<file path="src/sv/dobd_pkg.sv">
// Shared types and constants for the detector output box decoder.
// Used by the front end, the record queue, the back end and the top level.
`timescale 1ns / 1ps
`default_nettype none

package dobd_pkg;

  // Largest number of class scores in one record.
  localparam int unsigned MAX_CLASSES = 80;
  // Depth of the record queue between front and back end.
  localparam int unsigned QUEUE_DEPTH = 2;
  // Scales below 0.1 in Q8.16 select percent/normalized mode.
  localparam logic [23:0] SCALE_PCT_LIMIT = 24'd6554;
  // Score multiplier in percent mode.
  localparam logic [10:0] PCT_FACTOR = 11'd100;
  // Rounding offset of one half in Q.16.
  localparam logic signed [45:0] HALF_Q16 = 46'sd32768;

  // Configuration register indexes.
  localparam logic [2:0] CFG_NUM_CLASSES   = 3'd0;
  localparam logic [2:0] CFG_ZERO_OFFSET   = 3'd1;
  localparam logic [2:0] CFG_DEQUANT_SCALE = 3'd2;
  localparam logic [2:0] CFG_MIN_SCORE     = 3'd3;
  localparam logic [2:0] CFG_MODEL_SIDE    = 3'd4;
  localparam logic [2:0] CFG_WIDTH_SCALE   = 3'd5;
  localparam logic [2:0] CFG_HEIGHT_SCALE  = 3'd6;

  // Element positions that carry the raw box values.
  localparam logic [6:0] POS_X     = 7'd0;
  localparam logic [6:0] POS_Y     = 7'd1;
  localparam logic [6:0] POS_W     = 7'd2;
  localparam logic [6:0] POS_H     = 7'd3;
  localparam logic [6:0] POS_CLASS = 7'd4;

  // Back end sequencer: operands issued on steps 0 to 4, done on step 7.
  localparam logic [2:0] LAST_STEP = 3'd7;

  typedef enum logic [2:0] {
    TAG_SCORE = 3'd0,
    TAG_X     = 3'd1,
    TAG_Y     = 3'd2,
    TAG_W     = 3'd3,
    TAG_H     = 3'd4
  } tag_e;

  typedef enum logic {
    BK_IDLE = 1'b0,
    BK_RUN  = 1'b1
  } bk_state_e;

  typedef struct packed {
    logic [6:0]        num_classes;
    logic signed [7:0] zero_offset;
    logic [23:0]       dequant_scale;
    logic [7:0]        min_score;
    logic [10:0]       model_side;
    logic [23:0]       width_scale;
    logic [23:0]       height_scale;
  } cfg_t;

  // One finished record handed from the front end to the back end.
  typedef struct packed {
    logic signed [7:0] raw_x;
    logic signed [7:0] raw_y;
    logic signed [7:0] raw_w;
    logic signed [7:0] raw_h;
    logic signed [7:0] best_value;
    logic [6:0]        best_class;
  } rec_t;

endpackage

`default_nettype wire

</file>
<file path="src/sv/dobd_front.sv">
// Front end: takes one element per request, keeps the raw box and the running argmax.
// Depends on dobd_pkg for the configuration and record types.
`timescale 1ns / 1ps
`default_nettype none

module dobd_front (
  input  wire logic               clk_i,
  input  wire logic               rst_ni,
  input  wire dobd_pkg::cfg_t     cfg_i,
  input  wire logic               accept_i,
  input  wire logic signed [7:0]  element_value_i,
  output dobd_pkg::rec_t          rec_o,
  output logic                    push_o
);

  logic [6:0]        pos_q, pos_d;
  logic signed [7:0] best_q, best_d;
  logic [6:0]        cls_q, cls_d;
  logic signed [7:0] raw_x_q, raw_y_q, raw_w_q, raw_h_q;
  logic [6:0]        n_cls;
  logic [6:0]        t_idx;
  logic signed [7:0] cur_best;
  logic [6:0]        cur_cls;
  logic              last_cls;
  logic              is_class;

  // Clamp the class count to the supported range.
  always_comb begin
    if (cfg_i.num_classes == 7'd0) begin
      n_cls = 7'd1;
    end else if (cfg_i.num_classes > 7'(dobd_pkg::MAX_CLASSES)) begin
      n_cls = 7'(dobd_pkg::MAX_CLASSES);
    end else begin
      n_cls = cfg_i.num_classes;
    end
  end

  // Running argmax; the first class of a record starts from the minimum.
  always_comb begin
    is_class = (pos_q >= dobd_pkg::POS_CLASS);
    t_idx    = pos_q - dobd_pkg::POS_CLASS;
    cur_best = (t_idx == 7'd0) ? -8'sd128 : best_q;
    cur_cls  = (t_idx == 7'd0) ? 7'd0 : cls_q;
    if (element_value_i > cur_best) begin
      best_d = element_value_i;
      cls_d  = t_idx;
    end else begin
      best_d = cur_best;
      cls_d  = cur_cls;
    end
    last_cls = is_class && (({1'b0, t_idx} + 8'd1) >= {1'b0, n_cls});
  end

  // Position counter wraps to the start of a record after the last class.
  always_comb begin
    if (last_cls) begin
      pos_d = dobd_pkg::POS_X;
    end else begin
      pos_d = pos_q + 7'd1;
    end
  end

  always_ff @(posedge clk_i or negedge rst_ni) begin
    if (!rst_ni) begin
      pos_q   <= dobd_pkg::POS_X;
      best_q  <= -8'sd128;
      cls_q   <= 7'd0;
      raw_x_q <= 8'sd0;
      raw_y_q <= 8'sd0;
      raw_w_q <= 8'sd0;
      raw_h_q <= 8'sd0;
    end else if (accept_i) begin
      pos_q <= pos_d;
      case (pos_q)
        dobd_pkg::POS_X: raw_x_q <= element_value_i;
        dobd_pkg::POS_Y: raw_y_q <= element_value_i;
        dobd_pkg::POS_W: raw_w_q <= element_value_i;
        dobd_pkg::POS_H: raw_h_q <= element_value_i;
        default: begin
          best_q <= best_d;
          cls_q  <= cls_d;
        end
      endcase
    end
  end

  // A completed record goes to the queue on its last class element.
  always_comb begin
    push_o           = accept_i && last_cls;
    rec_o.raw_x      = raw_x_q;
    rec_o.raw_y      = raw_y_q;
    rec_o.raw_w      = raw_w_q;
    rec_o.raw_h      = raw_h_q;
    rec_o.best_value = best_d;
    rec_o.best_class = cls_d;
  end

endmodule

`default_nettype wire

</file>
<file path="src/sv/dobd_queue.sv">
// Short record queue between the front end and the back end.
// Depends on dobd_pkg for the record type.
`timescale 1ns / 1ps
`default_nettype none

module dobd_queue #(
  parameter int unsigned Depth = dobd_pkg::QUEUE_DEPTH
) (
  input  wire logic           clk_i,
  input  wire logic           rst_ni,
  input  wire logic           push_i,
  input  wire dobd_pkg::rec_t push_data_i,
  input  wire logic           pop_i,
  output logic                full_o,
  output logic                valid_o,
  output dobd_pkg::rec_t      data_o
);

  localparam int unsigned PtrW = (Depth > 1) ? $clog2(Depth) : 1;
  localparam int unsigned CntW = $clog2(Depth + 1);

  dobd_pkg::rec_t  mem_q [Depth];
  logic [PtrW-1:0] wr_ptr_q, wr_ptr_d;
  logic [PtrW-1:0] rd_ptr_q, rd_ptr_d;
  logic [CntW-1:0] count_q, count_d;
  logic            do_push, do_pop;

  // Pointer and fill count updates.
  always_comb begin
    do_push  = push_i && !full_o;
    do_pop   = pop_i && valid_o;
    wr_ptr_d = wr_ptr_q;
    rd_ptr_d = rd_ptr_q;
    if (do_push) begin
      wr_ptr_d = (wr_ptr_q == PtrW'(Depth - 1)) ? '0 : wr_ptr_q + 1'b1;
    end
    if (do_pop) begin
      rd_ptr_d = (rd_ptr_q == PtrW'(Depth - 1)) ? '0 : rd_ptr_q + 1'b1;
    end
    count_d = count_q + CntW'(do_push) - CntW'(do_pop);
  end

  always_ff @(posedge clk_i or negedge rst_ni) begin
    if (!rst_ni) begin
      wr_ptr_q <= '0;
      rd_ptr_q <= '0;
      count_q  <= '0;
    end else begin
      wr_ptr_q <= wr_ptr_d;
      rd_ptr_q <= rd_ptr_d;
      count_q  <= count_d;
    end
  end

  // Entry storage.
  always_ff @(posedge clk_i) begin
    if (do_push) begin
      mem_q[wr_ptr_q] <= push_data_i;
    end
  end

  assign full_o  = (count_q == CntW'(Depth));
  assign valid_o = (count_q != '0);
  assign data_o  = mem_q[rd_ptr_q];

endmodule

`default_nettype wire

</file>
<file path="src/sv/dobd_back.sv">
// Back end: dequantizes the best score and the four box values of one record
// through a three-multiplier pipeline and holds the result. Depends on dobd_pkg.
`timescale 1ns / 1ps
`default_nettype none

module dobd_back (
  input  wire logic           clk_i,
  input  wire logic           rst_ni,
  input  wire dobd_pkg::cfg_t cfg_i,
  input  wire logic           rec_valid_i,
  input  wire dobd_pkg::rec_t rec_i,
  output logic                rec_pop_o,
  output logic                out_valid_o,
  input  wire logic           out_ready_i,
  output logic [15:0]         box_x_o,
  output logic [15:0]         box_y_o,
  output logic [15:0]         box_w_o,
  output logic [15:0]         box_h_o,
  output logic [7:0]          score_o,
  output logic [6:0]          class_index_o
);

  dobd_pkg::bk_state_e state_q, state_d;
  logic [2:0]          step_q, step_d;
  logic                issue;
  logic                finish;
  logic                rescale;

  // Pipeline stages.
  logic                v1_q, v2_q, v3_q;
  dobd_pkg::tag_e      t0, t1_q, t2_q, t3_q;
  logic signed [7:0]   raw0;
  logic signed [8:0]   diff0;
  logic signed [33:0]  p1_d, p1_q;
  logic [10:0]         fac1;
  logic signed [45:0]  p2_d, p2_q;
  logic [26:0]         hi2;
  logic [26:0]         clip2;
  logic [23:0]         img2;
  logic [50:0]         p3_d, p3_q;
  logic [18:0]         res3;
  logic [15:0]         sat3;

  // Score decision.
  logic signed [45:0]  thr_q16;
  logic signed [45:0]  rnd2;
  logic [29:0]         rs2;
  logic                emit_q;

  // Result registers.
  logic                out_valid_q, out_valid_d;
  logic [15:0]         box_x_q, box_y_q, box_w_q, box_h_q;
  logic [7:0]          score_q;
  logic [6:0]          class_q;

  // Sequencer next state.
  always_comb begin
    state_d = state_q;
    case (state_q)
      dobd_pkg::BK_IDLE: begin
        if (rec_valid_i && !out_valid_q) begin
          state_d = dobd_pkg::BK_RUN;
        end
      end
      dobd_pkg::BK_RUN: begin
        if (step_q == dobd_pkg::LAST_STEP) begin
          state_d = dobd_pkg::BK_IDLE;
        end
      end
      default: state_d = dobd_pkg::BK_IDLE;
    endcase
  end

  // Sequencer outputs.
  always_comb begin
    issue     = (state_q == dobd_pkg::BK_RUN) && (step_q <= 3'(dobd_pkg::TAG_H));
    finish    = (state_q == dobd_pkg::BK_RUN) && (step_q == dobd_pkg::LAST_STEP);
    rec_pop_o = finish;
    step_d    = (state_q == dobd_pkg::BK_RUN) ? step_q + 3'd1 : 3'd0;
  end

  always_ff @(posedge clk_i or negedge rst_ni) begin
    if (!rst_ni) begin
      state_q <= dobd_pkg::BK_IDLE;
      step_q  <= 3'd0;
      v1_q    <= 1'b0;
      v2_q    <= 1'b0;
      v3_q    <= 1'b0;
    end else begin
      state_q <= state_d;
      step_q  <= step_d;
      v1_q    <= issue;
      v2_q    <= v1_q;
      v3_q    <= v2_q;
    end
  end

  assign rescale = (cfg_i.dequant_scale < dobd_pkg::SCALE_PCT_LIMIT);

  // Stage 1: pick the operand and multiply by the dequantization scale.
  always_comb begin
    t0 = dobd_pkg::tag_e'(step_q);
    case (t0)
      dobd_pkg::TAG_SCORE: raw0 = rec_i.best_value;
      dobd_pkg::TAG_X:     raw0 = rec_i.raw_x;
      dobd_pkg::TAG_Y:     raw0 = rec_i.raw_y;
      dobd_pkg::TAG_W:     raw0 = rec_i.raw_w;
      dobd_pkg::TAG_H:     raw0 = rec_i.raw_h;
      default:             raw0 = 8'sd0;
    endcase
    diff0 = 9'(raw0) - 9'(cfg_i.zero_offset);
    p1_d  = 34'(diff0) * 34'($signed({1'b0, cfg_i.dequant_scale}));
  end

  // Stage 2: percent mode scales the score by 100 and boxes by the model side.
  always_comb begin
    if (!rescale) begin
      fac1 = 11'd1;
    end else if (t1_q == dobd_pkg::TAG_SCORE) begin
      fac1 = dobd_pkg::PCT_FACTOR;
    end else begin
      fac1 = cfg_i.model_side;
    end
    p2_d = 46'(p1_q) * 46'($signed({1'b0, fac1}));
  end

  // Stage 3: clip the box value to the model side and apply the image scale.
  always_comb begin
    hi2 = {cfg_i.model_side, 16'd0};
    if (p2_q < 46'sd0) begin
      clip2 = '0;
    end else if (p2_q > $signed(46'(hi2))) begin
      clip2 = hi2;
    end else begin
      clip2 = p2_q[26:0];
    end
    if (t2_q == dobd_pkg::TAG_Y || t2_q == dobd_pkg::TAG_H) begin
      img2 = cfg_i.height_scale;
    end else begin
      img2 = cfg_i.width_scale;
    end
    p3_d = 51'(clip2) * 51'(img2);
  end

  // Score threshold compare and rounding, taken from the stage 2 product.
  always_comb begin
    thr_q16 = $signed(46'({cfg_i.min_score, 16'd0}));
    rnd2    = p2_q + dobd_pkg::HALF_Q16;
    rs2     = rnd2[45:16];
  end

  // Stage 4: drop the Q.32 fraction and saturate.
  always_comb begin
    res3 = p3_q[50:32];
    sat3 = (|res3[18:16]) ? 16'hFFFF : res3[15:0];
  end

  always_ff @(posedge clk_i) begin
    p1_q <= p1_d;
    t1_q <= t0;
    p2_q <= p2_d;
    t2_q <= t1_q;
    p3_q <= p3_d;
    t3_q <= t2_q;
  end

  // Collect results as they leave the pipeline.
  always_ff @(posedge clk_i) begin
    if (v2_q && t2_q == dobd_pkg::TAG_SCORE) begin
      emit_q  <= (p2_q > thr_q16);
      score_q <= (|rs2[29:8]) ? 8'hFF : rs2[7:0];
    end
    if (v3_q) begin
      case (t3_q)
        dobd_pkg::TAG_X: box_x_q <= sat3;
        dobd_pkg::TAG_Y: box_y_q <= sat3;
        dobd_pkg::TAG_W: box_w_q <= sat3;
        dobd_pkg::TAG_H: box_h_q <= sat3;
        default: ;
      endcase
    end
    if (finish) begin
      class_q <= rec_i.best_class;
    end
  end

  // Output valid: raised when a record passes the threshold, dropped when taken.
  always_comb begin
    out_valid_d = out_valid_q;
    if (finish) begin
      out_valid_d = emit_q;
    end else if (out_valid_q && out_ready_i) begin
      out_valid_d = 1'b0;
    end
  end

  always_ff @(posedge clk_i or negedge rst_ni) begin
    if (!rst_ni) begin
      out_valid_q <= 1'b0;
    end else begin
      out_valid_q <= out_valid_d;
    end
  end

  assign out_valid_o   = out_valid_q;
  assign box_x_o       = box_x_q;
  assign box_y_o       = box_y_q;
  assign box_w_o       = box_w_q;
  assign box_h_o       = box_h_q;
  assign score_o       = score_q;
  assign class_index_o = class_q;

endmodule

`default_nettype wire

</file>
<file path="src/sv/detector_output_box_decode_top.sv">
// Detector output box decoder.
// Channels: the input takes one int8 element per request (x, y, w, h, then
// num_classes class scores). The output gives one box request per record
// whose score is above the threshold; other records give nothing.
// The front end takes one element every cycle while the queue has room,
// and hands each finished record to a two-entry queue. The back end runs
// one record at a time through a three-stage multiplier pipeline, one
// operand per cycle, and starts the next record only when it is done with
// the last one and any result it gave has been taken; records have at least
// 5 elements, so the front end stalls (in_ready_o low) only when the queue
// is full.
// A result waits in the output register while out_ready_i is low; the
// front end keeps taking elements until the queue fills.
// Reset clears the record position, the argmax, the queue and the output
// valid, and loads the configuration registers with their defaults.
// Depends on dobd_pkg, dobd_front, dobd_queue and dobd_back.
`timescale 1ns / 1ps
`default_nettype none

module detector_output_box_decode_top #(
  parameter int unsigned QueueDepth = dobd_pkg::QUEUE_DEPTH
) (
  input  wire logic              clk_i,
  input  wire logic              rst_ni,
  input  wire logic              cfg_we_i,
  input  wire logic [2:0]        cfg_index_i,
  input  wire logic [23:0]       cfg_data_i,
  input  wire logic              in_valid_i,
  output logic                   in_ready_o,
  input  wire logic signed [7:0] element_value_i,
  output logic                   out_valid_o,
  input  wire logic              out_ready_i,
  output logic [15:0]            box_x_o,
  output logic [15:0]            box_y_o,
  output logic [15:0]            box_w_o,
  output logic [15:0]            box_h_o,
  output logic [7:0]             score_o,
  output logic [6:0]             class_index_o
);

  dobd_pkg::cfg_t cfg_q;
  dobd_pkg::rec_t push_rec;
  dobd_pkg::rec_t head_rec;
  logic           push;
  logic           pop;
  logic           q_full;
  logic           q_valid;
  logic           accept;

  // Configuration registers.
  always_ff @(posedge clk_i or negedge rst_ni) begin
    if (!rst_ni) begin
      cfg_q.num_classes   <= 7'd80;
      cfg_q.zero_offset   <= 8'sd0;
      cfg_q.dequant_scale <= 24'd256;
      cfg_q.min_score     <= 8'd50;
      cfg_q.model_side    <= 11'd192;
      cfg_q.width_scale   <= 24'd65536;
      cfg_q.height_scale  <= 24'd65536;
    end else if (cfg_we_i) begin
      case (cfg_index_i)
        dobd_pkg::CFG_NUM_CLASSES:   cfg_q.num_classes   <= cfg_data_i[6:0];
        dobd_pkg::CFG_ZERO_OFFSET:   cfg_q.zero_offset   <= $signed(cfg_data_i[7:0]);
        dobd_pkg::CFG_DEQUANT_SCALE: cfg_q.dequant_scale <= cfg_data_i;
        dobd_pkg::CFG_MIN_SCORE:     cfg_q.min_score     <= cfg_data_i[7:0];
        dobd_pkg::CFG_MODEL_SIDE:    cfg_q.model_side    <= cfg_data_i[10:0];
        dobd_pkg::CFG_WIDTH_SCALE:   cfg_q.width_scale   <= cfg_data_i;
        dobd_pkg::CFG_HEIGHT_SCALE:  cfg_q.height_scale  <= cfg_data_i;
        default: ;
      endcase
    end
  end

  // Input handshake: stall only when no queue entry is free.
  assign in_ready_o = !q_full;
  assign accept     = in_valid_i && in_ready_o;

  dobd_front u_front (
    .clk_i           (clk_i),
    .rst_ni          (rst_ni),
    .cfg_i           (cfg_q),
    .accept_i        (accept),
    .element_value_i (element_value_i),
    .rec_o           (push_rec),
    .push_o          (push)
  );

  dobd_queue #(
    .Depth (QueueDepth)
  ) u_queue (
    .clk_i       (clk_i),
    .rst_ni      (rst_ni),
    .push_i      (push),
    .push_data_i (push_rec),
    .pop_i       (pop),
    .full_o      (q_full),
    .valid_o     (q_valid),
    .data_o      (head_rec)
  );

  dobd_back u_back (
    .clk_i         (clk_i),
    .rst_ni        (rst_ni),
    .cfg_i         (cfg_q),
    .rec_valid_i   (q_valid),
    .rec_i         (head_rec),
    .rec_pop_o     (pop),
    .out_valid_o   (out_valid_o),
    .out_ready_i   (out_ready_i),
    .box_x_o       (box_x_o),
    .box_y_o       (box_y_o),
    .box_w_o       (box_w_o),
    .box_h_o       (box_h_o),
    .score_o       (score_o),
    .class_index_o (class_index_o)
  );

endmodule

`default_nettype wire

</file>
<file path="config.mk">
export PLATFORM = sky130hd
export DESIGN_NAME = detector_output_box_decode_top
export DESIGN_NICKNAME = d
export VERILOG_FILES = /design/src/sv/dobd_pkg.sv /design/src/sv/dobd_front.sv /design/src/sv/dobd_queue.sv /design/src/sv/dobd_back.sv /design/src/sv/detector_output_box_decode_top.sv
export SDC_FILE = /design/constraint.sdc
export NUM_CORES = 2
export LEC_CHECK = 0
export BUFFER_PORTS_ARGS = -buffer_cell sky130_fd_sc_hd__clkbuf_2
export CAP_MARGIN = 20
export CORE_ASPECT_RATIO = 1.1
export CORE_MARGIN = 1.5
export CORE_UTILIZATION = 50
export DETAILED_ROUTE_END_ITERATION = 16
export PLACE_DENSITY = 0.67
export SLEW_MARGIN = 20
export SYNTH_ARGS = -nofsm -noshare
export SYNTH_HDL_FRONTEND = slang
export SYNTH_SLANG_ARGS = --single-unit
</file>
<file path="constraint.sdc">
create_clock -name clk_i -period 10.1 [get_ports clk_i]
set_clock_uncertainty 0.2 [all_clocks]
set_input_delay 0 -clock clk_i [delete_from_list [all_inputs] [get_ports clk_i]]
set_output_delay 0 -clock clk_i [all_outputs]
set_load 0.005 [all_outputs]
</file>
==> flow_metrics.py <==
metrics = {
    "logic_synthesis": {
        "async_reset_ff_share_pct": 37.9,
        "synth-seq-cells": 454,
        "synth_ff_type": "edfxtp_1",
        "synth_top_area_share_pct": 35.9,
        "syn_area_per_cell_sq_um": 9.65,
        "synth.distinct_cells": 84,
        "seq_area_frac_synth_pct": 20.4,
        "syn-num-nets": 7417,
        "synth.area.top_cells": "fa_1, edfxtp_1, ha_1",
        "synth.most_common_cell": "inv_1",
        "synthTopCellsByCount": "inv_1, fa_1, nand2_1",
        "syn_area_sq_um": 57300,
        "syn_inst": 5935,
        "netlist.top_cell.by_area": "fa_1",
        "synth-edff-count": 174,
        "yosys_warnings": 0,
    },
    "floorplanning": {
        "die_x_um": 326,
        "die-area_sq_um": 117000,
        "die_height_um": 358,
        "coreArea_sq_um": 114000,
        "start_util_pct": 50.3,
        "std_cell_rows": 130,
        "boundaryPins": 121,
    },
    "clocking": {
        "root_buffer": "clkbuf_16",
        "clock_sinks": 454,
        "clk_pin_slew_ns": 0.06,
        "numCtsBuffers": 50,
        "clk_latency_ns": 0.67,
        "cts_buffer_depth": 3,
        "tritoncts": "built",
        "h-tree-depth": 2,
        "cts_setup_buffers": 0,
    },
    "drt": {
        "wl_per_cell_um": 20.2,
        "drcViolationCount": 0,
        "wl_um": 153000,
        "first_pass_iters": 7,
        "vias": 41400,
        "postRouteAntennaNets": 0,
        "drtIter0Drc": 2837,
        "via_per_inst": 5.47,
    },
    "worst_setup_path": {
        "reg2reg_slack_ns": 0.35,
        "crit_family": "adder cells",
        "r2r_cells": 33,
        "end_kind": "flop",
        "cp_common_cell": "fa_1",
        "cp_slowest_cell": "fa_1",
        "critPathLaunchType": "flop",
        "cp.required_ns": 10.46,
        "cp.depth": 33,
        "r2r-end": "u_back.p3_q[45]$_DFF_P_",
        "cp_data_arrival_time_ns": 10.12,
        "crit_start": "cfg_q[55]$_DFFE_PN1P_",
        "crit_buf_inv": 6,
        "endpoint": "u_back.p3_q[45]$_DFF_P_",
        "r2r-start": "cfg_q[55]$_DFFE_PN1P_",
        "crit_type": "reg -> reg",
        "worst-path-max-fanout": 24,
        "cpPeakStageDelay_ns": 0.56,
    },
    "hold_path": {
        "hold_class": "in -> reg",
        "min_path_cells": 3,
        "hold_start": "cfg_data_i[15]",
    },
    "sta": {
        "relSlewSlack_pct": 34.7,
        "finalMaxSlewViolations": 0,
        "setup_viol": 0,
        "max_freq_mhz": 103,
        "hold_viol_final": 0,
        "post-route-min-period_ns": 9.75,
        "tightest_slew_ns": 0.979,
        "final.period_utilization_pct": 96.6,
    },
    "grt": {
        "grt_pass1_wl_um": 241000,
        "gr-total-overflow": 0,
        "track_usage_pct": 26.6,
        "grt_max_degree": 135,
        "grt_pass1_vias": 43400,
        "antenna_found_initial": 3,
    },
    "flow_run": {
        "max_cap_violations": 0,
    },
    "finish": {
        "diodes": 0,
        "syn2layout_area_growth_pct": 8.46,
        "nets": 7488,
        "instances_no_fill": 7566,
        "layout-drive-gt1-share_pct": 8.66,
    },
    "placement": {
        "io_buffers": 120,
        "gp_congestion": 0.956,
        "dp.cells": 7407,
        "dp_hpwl_um": 123000,
    },
    "outcome": {
        "outcome": "finished, final reports clean",
    },
}
state kept, by name, indices dropped and copies added (netlist names), 16 cells and up:
name / flops
cfg_q: 106
u_queue.mem_q: 94
u_back.p2_q: 46
u_back.p1_q: 34
u_back.p3_q: 19
u_back.box_h_o: 16
u_back.box_w_o: 16
u_back.box_x_o: 16
u_back.box_y_o: 16
tightest hold or removal path, cell delays in order:
cell and delay, ns:
dlygate4sd3_1 0.52, clkbuf_2 0.17, mux2_2 0.16
layout by cell type, fill, tap and decap left out, types with 15 or more instances in the layout:
master	n
or2_2	15
a21o_1	64
fa_1	1026
nand3_1	55
mux2_2	129
xnor2_1	89
nand2b_1	75
xor2_1	36
dfxtp_1	108
and3_1	157
dfrtp_1	161
ha_1	416
o21bai_1	17
inv_1	1160
mux2i_1	16
nor3_1	28
dlygate4sd3_1	64
and2_1	150
nand4_1	24
nor2_1	435
nand2_1	782
o21a_1	19
edfxtp_1	174
a21oi_1	121
buf_4	116
nor2b_1	27
o21ai_0	131
clkbuf_2	119
a31oi_1	15
o211ai_1	20
clkbuf_16	52
worst min-delay path by stage:
stage                                           to  slack, ns
floorplan                     cfg_q[0]$_DFFE_PN0P_      -0.50
global placement    u_back.out_valid_o$_DFFE_PN0P_      -0.03
detailed placement           u_back.v3_q$_DFF_PN0_      -0.03
CTS                  u_front.best_q[7]$_DFFE_PN1P_       0.03
global route         u_front.best_q[7]$_DFFE_PN1P_       0.06
finish                       cfg_q[15]$_DFFE_PN0P_       0.07
layer usage:
layer / share of wire [%] / global-route usage (%) / vias up / wire length (um)
met5: 0.0085 / 0 / - / 13
met4: 4.5 / 10.7 / 2 / 6880
met3: 7.1 / 3.82 / 343 / 10800
li1: - / - / 18400 / -
met2: 47 / 44.4 / 1495 / 72100
met1: 41 / 35.3 / 21100 / 63200
kinds of logic after synthesis:
family	synth area share [%]
multiplexers	3.02
AND/OR/NAND/NOR	14.5
AO/OA/AOI/OAI	5.59
buffers and inverters	9.53
adder cells (fa/ha/maj)	45.0
flip-flops	20.4
XOR/XNOR	1.94
metrics by stage:
stage          worst slack, ns  utilization (%)  hold WS, ns  setup TNS, ns  instance area, sq um
2_1_floorplan             1.18                -       -0.496              0                 57300
3_3_place_gp             0.371             52.4      -0.0346              0                 59700
3_5_place_dp             0.231             52.4      -0.0251              0                 59700
4_1_cts                  0.192             54.5       0.0291              0                 62100
5_1_grt                -0.0810             54.6       0.0619         -0.146                 62100
6_report                 0.346             54.6       0.0676              0                 62100
layout make-up:
type,count,area [sq um]
flip-flops and latches,454,11700
repair buffers,303,2190
well taps,1518,1900
clock buffers,71,1440
fillers,10200,51700
inverters,1160,4350
clock inverters,23,275
multi-input cells,4037,40300
repair_timing:
| item | CTS | global route |
|---|---|---|
| hold buffers | 65 | 0 |
| gates resized for setup | 0 | 11 |
| endpoints found under the setup margin | 0 | 12 |
| endpoints found under the hold margin | 273 | 0 |
Power is left out: the tool's default activity adds up to more than one toggle a clock period on the data nets, which glitch-free logic cannot reach.
